$ cat src/rtl/core/iida_pkg.sv
`default_nettype none

package iida_pkg;

   // Operation codes carried by req_kind
   typedef enum logic [2:0] {
      KIND_APPEND  = 3'd0,
      KIND_INSERT  = 3'd1,
      KIND_DELETE  = 3'd2,
      KIND_REPLACE = 3'd3,
      KIND_READ    = 3'd4
   } kind_type;

   // Result status codes carried by rsp_status
   typedef enum logic [1:0] {
      ST_DONE  = 2'd0,
      ST_RANGE = 2'd1,
      ST_FULL  = 2'd2
   } status_type;

   // Fixed widths of the word fields
   localparam int unsigned DATA_W  = 32;
   localparam int unsigned POS_W   = 7;
   localparam int unsigned COUNT_W = 7;

   // Per-cycle command broadcast to every cell of the row
   typedef struct packed {
      logic write;      // overwrite the cell at the target
      logic shift_up;   // open a gap at the target, load the new word there
      logic shift_down; // close the gap at the target
      logic read;       // capture the word at the target
   } cell_ctl_type;

endpackage

`default_nettype wire

$ cat src/rtl/core/iida_cell.sv
`default_nettype none

module iida_cell
   import iida_pkg::*;
#(
   parameter int unsigned INDEX = 0,
   parameter int unsigned TW    = 7
) (
   input  wire logic              clock,
   input  wire cell_ctl_type      ctl,
   input  wire logic [TW-1:0]     target,
   input  wire logic [DATA_W-1:0] data,
   input  wire logic [DATA_W-1:0] left_value,
   input  wire logic [DATA_W-1:0] right_value,
   output logic      [DATA_W-1:0] value,
   output logic      [DATA_W-1:0] sel_value
);

   localparam logic [TW-1:0] IDX = TW'(INDEX);

   logic [DATA_W-1:0] value_ff;
   logic [DATA_W-1:0] value_in;
   logic [DATA_W-1:0] sel_ff;
   logic [DATA_W-1:0] sel_in;
   logic              at_target;
   logic              above_target;

   assign at_target    = (IDX == target);
   assign above_target = (IDX > target);

   // Pick the next word: load, take from the left or right neighbor, or hold
   always_comb begin
      value_in = value_ff;
      if (ctl.write && at_target) begin
         value_in = data;
      end else if (ctl.shift_up) begin
         if (at_target) begin
            value_in = data;
         end else if (above_target) begin
            value_in = left_value;
         end
      end else if (ctl.shift_down && (at_target || above_target)) begin
         value_in = right_value;
      end
   end

   // Mask the stored word so the top level can OR the row together
   assign sel_in = (ctl.read && at_target) ? value_ff : '0;

   always_ff @(posedge clock) begin
      value_ff <= value_in;
      sel_ff   <= sel_in;
   end

   assign value     = value_ff;
   assign sel_value = sel_ff;

endmodule

`default_nettype wire

$ cat config.mk
export PLATFORM = sky130hd
export DESIGN_NAME = iida_cell
export DESIGN_NICKNAME = d
export VERILOG_FILES = /design/src/rtl/core/iida_pkg.sv /design/src/rtl/core/iida_cell.sv
export SDC_FILE = /design/constraint.sdc
export NUM_CORES = 1
export LEC_CHECK = 0
export CORE_MARGIN = 2
export CORE_UTILIZATION = 60
export CTS_BUF_LIST = sky130_fd_sc_hd__clkbuf_8
export CTS_CLUSTER_DIAMETER = 200
export DETAILED_ROUTE_END_ITERATION = 10
export DONT_BUFFER_PORTS = 1
export PLACE_DENSITY_LB_ADDON = 0.15
export SYNTH_ARGS = -nofsm -noshare
export SYNTH_HDL_FRONTEND = slang
export SYNTH_SLANG_ARGS = --single-unit
$ cat constraint.sdc
create_clock -name clock -period 3.4 [get_ports clock]
set_input_delay 0.17 -clock clock [delete_from_list [all_inputs] [get_ports clock]]
set_output_delay 0.17 -clock clock [all_outputs]
set_load 0.005 [all_outputs]
======== Word-level counts from Yosys, hierarchy flattened ========
Cells that the tools add are included.
storage, ports and cells
  memories ................................ 0
  ROM bits ................................ 0
  bits in latches ......................... 0
  output and inout port bits .............. 64
  logic and storage cells ................. 16
  input bits .............................. 108
  RAM bits ................................ 0
  bits in registers ....................... 64
operators by class
  bitwise gates (word level) .............. 0
  mux-type cells .......................... 5
  divide/modulo/power cells ............... 0
  add/subtract/negate cells ............... 0
  reductions and logical operators ........ 7
  eq/ne operators ......................... 1
  $lt $le $gt $ge ......................... 1
  $mul .................................... 0
  shift-type cells ........................ 0
operator list
  cell                number
  $mux 32             5
  $gt 1x7->1 const A  1
  $logic_not 7->1     1
  $ne 4x1->1 const B  1
  $logic_and 1x1->1   3
  $reduce_bool 3->1   1
  $reduce_and 2->1    1
  $logic_or 1x1->1    1

======== Depth between registers and ports, before layout ========
Gate-level depths: netlist of run 1.
  depth in word-level cells ............... 6
  mapped depth ............................ 5
  mapped depth without buffers ............ 3

======== Worst setup path before layout of run 1 ========
Ideal clock, no wire load.
  path kind ............................... input-to-reg
  from .................................... input target[4]
  to ...................................... register value_ff[0] (netlist: value[0]), enable pin
  required time ........................... 2.979 ns
  library setup time ...................... 0.421 ns
  path buffers ............................ 0
  stages .................................. 3
  slack ................................... 0.878 ns
  arrival time ............................ 2.101 ns
  path through ............................ nor4_2 nand2_1 nor2_1
on the way
  longest elaborated chain between the ends .. 5
  elaborated cells between the ends (all ways) .. 8
  classes of those cells .................. order compare (1); eq/ne (1); reduce/logical (6)
ends and longest elaborated chain
  what                                                  line                              RTL
  from (decl)                                           iida_cell.sv:11                   input wire logic [TW-1:0] target,
  $gt 1x7->1 / $logic_not 7->1 (equally long branches)  iida_cell.sv:29, iida_cell.sv:28
  $logic_or 1x1->1                                      iida_cell.sv:42                   end else if (ctl.shift_down && (at_target || above_target)) begin
  $logic_and 1x1->1                                     iida_cell.sv:42
  $reduce_bool 3->1 (no line)                           --
  $reduce_and 2->1 (no line) (*)                        --
  to (signal assigned)                                  iida_cell.sv:51                   value_ff <= value_in;
  to (decl)                                             iida_cell.sv:21                   logic [DATA_W-1:0] value_ff;
Mark *: on every way between the ends. The rest lies on a longest branch, timed or not.
A chain may end at the register's enable or synchronous reset.

======== Worst setup path in the final report of run 1 ========
  from .................................... input target[4]
  to ...................................... register sel_ff[2] (netlist: sel_value[2])
on the way
  longest elaborated chain between the ends .. 2
ends and longest elaborated chain
  what                  line             RTL
  $logic_not 7->1       iida_cell.sv:28  assign at_target = (IDX == target);
  $logic_and 1x1->1     iida_cell.sv:48  assign sel_in = (ctl.read && at_target) ? value_ff : '0;
  to (signal assigned)  iida_cell.sv:52  sel_ff <= sel_in;
  to (decl)             iida_cell.sv:23  logic [DATA_W-1:0] sel_ff;
Every way passes these cells.

==> results of run 1 <==
path summary, 6_finish.rpt:
check | from | endpoint
setup / recovery | target[4] | sel_value[2]$_SDFF_PN0_
hold / removal | ctl[0] | sel_value[25]$_SDFF_PN0_
setup reg to reg | value[10]$_DFFE_PP_ | sel_value[10]$_SDFF_PN0_
hold reg to reg | value[13]$_DFFE_PP_ | sel_value[13]$_SDFF_PN0_
synth_stat cells:
master     instances  share of area (%)
buf_6              6                2.2
nor2b_1           32                6.4
dfxtp_1           32                 20
and3_1            32                6.4
edfxtp_1          32                 31
nand3_1           31                5.0
o21ai_0           32                5.1
buf_4              1               0.24
nor2_1             2               0.24
or4_1              1               0.24
nor3_1             2               0.32
buf_2              4               0.64
or3_1              1               0.20
nand2_1            1               0.12
nor4_2             1               0.40
a311o_1            1               0.32
or4b_1             1               0.32
clkbuf_1          30                3.6
o211ai_1          31                7.4
o2111ai_1         31                8.7
o311a_1            1               0.32
nor2_8             1               0.64
state kept, by name, indices dropped and copies added, names as in the netlist:
register   count
value         32
sel_value     32
routing by layer:
| layer | part of all wire [%] | up-vias | GRT usage [%] |
|---|---|---|---|
| li1 | - | 1131 | - |
| met1 | 40 | 1145 | 35.3 |
| met2 | 49 | 135 | 44.2 |
| met3 | 9.4 | 14 | 8.06 |
| met4 | 1.8 | 0 | 10.5 |
| met5 | 0 | - | 0 |
layout by cell type, fill, tap and decap left out:
cell type      Yosys  layout
a311o_1            1       1
and3_1            32      32
buf_4              1       3
bufinv_16          0       1
clkbuf_8           0      10
clkinv_2           0       2
clkinv_4           0       1
dfxtp_1           32      32
dlygate4sd3_1      0       1
edfxtp_1          32      32
inv_1              0       1
inv_4              0       1
nand2_1            1       1
nand3_1           31      31
nor2_1             2       1
nor2_4             0       1
nor2_8             1       1
nor2b_1           32      32
nor3_1             2       1
nor3_2             0       1
nor4_4             0       1
o2111ai_1         31      31
o211ai_1          31      31
o21ai_0           32      32
o311a_1            1       1
or3_1              1       1
or4_2              0       1
or4b_1             1       1
final cells by class:
type | instances | share of cell area, %
clock buffer | 10 | 4.22
multi-input combinational | 201 | 41.1
clock inverter | 6 | 1.80
sequential | 64 | 49.2
timing repair buffer | 4 | 0.998
tap | 70 | 2.69
power groups by stage:
stage	sequential [W]	combinational, W	clock [W]
after global placement	0.000835	0.0000788	0
after CTS	0.000817	0.0000864	0.000654
after global routing	0.000817	0.0000988	0.000683
after floorplan	0.000834	0.0000916	0
after detailed placement	0.000835	0.0000810	0
final	0.000817	0.0000871	0.000641
through the flow:
| step | util, % | hold slack (ns) | area [µm²] |
|---|---|---|---|
| floorplan | - | 0.316 | 3130 |
| global placement | 60.1 | 0.318 | 3050 |
| detailed placement | 60.1 | 0.321 | 3050 |
| CTS | 64.2 | 0.000648 | 3260 |
| global route | 64.2 | 0.00437 | 3260 |
| finish | 64.2 | 0.00749 | 3260 |
logic make-up after synthesis:
group	count (synthesis)	share of synthesized area, %
AO/OA/AOI/OAI	96	21.9
buffers and inverters	41	6.64
flip-flops	64	51.2
AND/OR/NAND/NOR	105	20.2
worst max-delay path: stages:
cell	delay, ns
or4_2	1.17
nor2_8	0.50
and3_1	0.22
what timing repair did:
item,CTS,global route
setup endpoints to repair,0,0
hold endpoints to repair,31,0
resized for setup,0,0
hold buffers,1,0
==> results.py, run 1 <==
metrics = {
    "status": {
        "status": "finished clean",
    },
    "final_layout": {
        "antennaDiodeCount": 0,
        "stdcell_count": 355,
        "regArea_um2": 1600,
        "area_delta_synth_final_pct": 4.20,
        "multi_input_area_um2": 1340,
        "nFillCells": 408,
        "drive_gt1_share_pct": 8.07,
        "nNetsFinal": 388,
    },
    "setup_path": {
        "crit_type": "in2reg",
        "critPathRequiredTime_ns": 3.67,
        "r2r_cells": 1,
        "cp-end-kind": "register",
        "reg2reg_setup_slack_ns": 2.65,
        "critPathMaxFanout": 64,
        "cp.arrival_ns": 2.09,
        "start_kind": "input port",
    },
    "clock_tree": {
        "htreeDepth": 3,
        "cts_tree": "built",
        "path_clk_slew_ns": 0.06,
        "cts_setup_buffers": 0,
        "clkLatencyLatePin_ns": 0.33,
        "clkSinkCount": 64,
        "root_buffer": "clkbuf_8",
        "cts_buffers": 9,
        "cts.path.max_buffers": 2,
    },
    "timing": {
        "worst_slew_pin_slew_ns": 1.05,
        "rsz0062_at_grt": "false",
        "period_share_pct": 53.5,
        "slew_headroom_pct": 29.8,
        "fin_skew_ns": 0.00824,
        "setup_viol": 0,
        "fin_crit_ns": 1.82,
        "final.setup.tns_ns": 0,
        "setup_ws_ns": 1.58,
        "drv_slew": 0,
        "hold_violations": 0,
        "fmax_ghz": 0.550,
    },
    "grt": {
        "grt_pass1_vias": 2276,
        "grt_pass1_wl_mm": 12.4,
        "grt_overflow": 0,
        "antenna_found_initial": 0,
        "track_usage_pct": 27.4,
        "grt_max_degree": 98,
    },
    "hold_path": {
        "holdPathStages": 1,
        "hold_path_class": "in2reg",
    },
    "place": {
        "place_ws_ns": 1.25,
        "dp.final_hpwl_mm": 5.12,
        "io_buffer_count": 0,
        "place.gp.congestion": 0.877,
        "dp_cells": 338,
    },
    "route": {
        "wire_per_inst_um": 22.7,
        "dr.pass1.iters": 5,
        "drtIter0Drc": 271,
        "vias": 2425,
        "wl_mm": 8.05,
        "drc": 0,
        "viasPerCell": 6.83,
        "detail-route-antenna-nets": 0,
    },
    "power": {
        "irDropWorstVdd_uv": 223,
        "p_seq_share_pct": 52.9,
        "p_sw_w": 0.000339,
        "p_comb_share_pct": 5.6,
        "power_switching_share_pct": 21.9,
        "clockPowerShare_pct": 41.5,
        "internal_power_w": 0.00121,
        "leakage_nw": 1.15,
        "finalPower_w": 0.00155,
        "power_density_nw_per_um2": 474,
    },
    "yosys": {
        "ys_seq_elements": 64,
        "synth_cells": 306,
        "synth_cell_types": 22,
        "synth_seq_area_share_pct": 51.2,
        "ys_warn_count": 0,
        "avgSynthCellArea_um2": 10.2,
        "syn_area_um2": 3130,
        "syn-num-nets": 414,
    },
    "die": {
        "coreArea_um2": 5070,
        "fp-row-count": 26,
        "die_area_um2": 5800,
        "fp.dieH_um": 76.2,
        "dieWidth_um": 76.2,
        "io_pins": 172,
        "start_util_pct": 61.6,
    },
    "flow_run": {
        "cap_viol_max_count": 0,
    },
}
Power figures use the tool's default switching activity.
==> run 2: changes to the inputs <==
clock period = 1.9 ns   (was 3.4 ns; I/O delays follow)
==> results.py, run 2 (same netlist as run 1, synthesis figures left out) <==
metrics = {
    "grt": {
        "track_usage_pct": 27.8,
        "grt_max_degree": 98,
        "grt_busiest_layer": "met2",
        "grt_pass1_vias": 2297,
        "gr-usage-met2_pct": 44.8,
        "use_met1_pct": 36.1,
        "grtUsageMet3_pct": 8.18,
        "antenna_found_initial": 0,
        "grt_overflow": 0,
        "grt_pass1_wl_mm": 12.5,
    },
    "clock_tree": {
        "cts_buffers": 9,
        "clkSinkCount": 64,
        "cts_setup_buffers": 0,
        "cts.path.max_buffers": 2,
        "path_clk_slew_ns": 0.07,
        "hold_buffers": 2,
        "cts_resized": 0,
        "root_buffer": "clkbuf_8",
        "cts_tree": "built",
        "htreeDepth": 3,
        "clkLatencyLatePin_ns": 0.33,
    },
    "setup_path": {
        "cp.arrival_ns": 1.61,
        "crit_type": "in2reg",
        "critPathRequiredTime_ns": 2.17,
        "critPathMaxFanout": 64,
        "start_kind": "input port",
        "cp-end-kind": "register",
    },
    "die": {
        "start_util_pct": 61.6,
        "coreArea_um2": 5070,
        "dieWidth_um": 76.2,
        "fp.dieH_um": 76.2,
        "fp-row-count": 26,
        "io_pins": 172,
        "die_area_um2": 5800,
    },
    "route": {
        "wl_mm": 8.14,
        "drc": 0,
        "wire_per_inst_um": 22.6,
        "viasPerCell": 6.89,
        "drtIter0Drc": 183,
        "detail-route-antenna-nets": 0,
        "vias": 2480,
        "dr.pass1.iters": 4,
    },
    "final_layout": {
        "area_delta_synth_final_pct": 7.68,
        "drive_gt1_share_pct": 9.66,
        "nNetsFinal": 393,
        "design_area_um2": 3370,
        "antennaDiodeCount": 0,
        "final_cell_mix": "nor2b_1 (32), o21ai_0 (32), and3_1 (32), dfxtp_1 (32), edfxtp_1 (32)",
        "nFillCells": 399,
        "regArea_um2": 1600,
        "multi_input_area_um2": 1340,
    },
    "power": {
        "p_comb_share_pct": 5.3,
        "p_sw_w": 0.000614,
        "internal_power_w": 0.00247,
        "leakage_nw": 1.20,
        "finalPower_w": 0.00308,
        "clockPowerShare_pct": 47.3,
        "irDropWorstVdd_uv": 581,
        "p_seq_share_pct": 47.4,
        "power_density_nw_per_um2": 916,
        "power_switching_share_pct": 19.9,
    },
    "place": {
        "place.gp.congestion": 0.914,
        "dp.final_hpwl_mm": 5.12,
        "placed_cell_area_um2": 3090,
        "io_buffer_count": 0,
    },
    "timing": {
        "drv_slew": 0,
        "worst_slew_pin_slew_ns": 0.870,
        "hold_ws_ns": 0.0135,
        "period_share_pct": 70.7,
        "slew_headroom_pct": 41.8,
        "fin_skew_ns": 0.00706,
        "fmax_ghz": 0.744,
        "fin_crit_ns": 1.34,
        "final.setup.tns_ns": 0,
        "hold_violations": 0,
        "setup_viol": 0,
        "rsz0062_at_grt": "false",
    },
    "flow_run": {
        "cap_viol_max_count": 0,
    },
    "status": {
        "status": "finished clean",
    },
    "hold_path": {
        "hold_path_class": "in2reg",
    },
}
## run 2: cell count changes in the layout (fill, tap and decap cells not counted), sizes merged
| cell | change |
|---|---|
| dlygate4sd3 | +1 |
| clkinv | -2 |
| buf | +4 |
| bufinv | +2 |
| inv | -1 |
| clkbuf | +1 |
## run 2: metrics by stage
step	instances	setup slack, ns	util, %
6_report	360	0.556	66.3
5_1_grt	360	0.512	66.3
4_1_cts	360	0.568	66.3
3_5_place_dp	342	0.240	61.0
3_3_place_gp	342	0.276	61.0
2_1_floorplan	306	0.272	-
## run 2: worst max-delay path, cell delays in order
cell and delay (ns):
or4_2 0.70, buf_12 0.23, nor2_8 0.34, and3_1 0.22
## run 2: routing by layer
layer  wire, µm  part of all wire (%)  vias up
met5          0                     0        -
met4        145                   1.8        0
met3        822                    10       12
met2       3900                    48      162
met1       3270                    40     1160
li1           -                     -     1146
## run 2: area by class of cell
| cell class | count | area share (%) |
|---|---|---|
| Timing Repair Buffer | 9 | 2.53 |
| Clock buffer | 11 | 4.50 |
| Sequential cell | 64 | 47.6 |
| Multi-Input combinational cell | 201 | 39.8 |
| Tap cell | 70 | 2.60 |
| Clock inverter | 5 | 3.01 |
## run 2: worst paths after layout
path	cells past startpoint	slack, ns	startpoint	to
min	2	0.01	left_value[18]	value[18]$_DFFE_PP_
min reg2reg	1	0.54	value[25]$_DFFE_PP_	sel_value[25]$_SDFF_PN0_
max reg2reg	1	1.16	value[0]$_DFFE_PP_	sel_value[0]$_SDFF_PN0_
max	4	0.56	target[4]	sel_value[28]$_SDFF_PN0_
## run 2: power by group through the flow
stage / combinational, W / sequential (W) / clock [W]
finish: 0.000163 / 0.00146 / 0.00146
global route: 0.000184 / 0.00146 / 0.00154
CTS: 0.000162 / 0.00146 / 0.00147
detailed placement: 0.000150 / 0.00149 / 0
global placement: 0.000146 / 0.00149 / 0
floorplan: 0.000164 / 0.00149 / 0
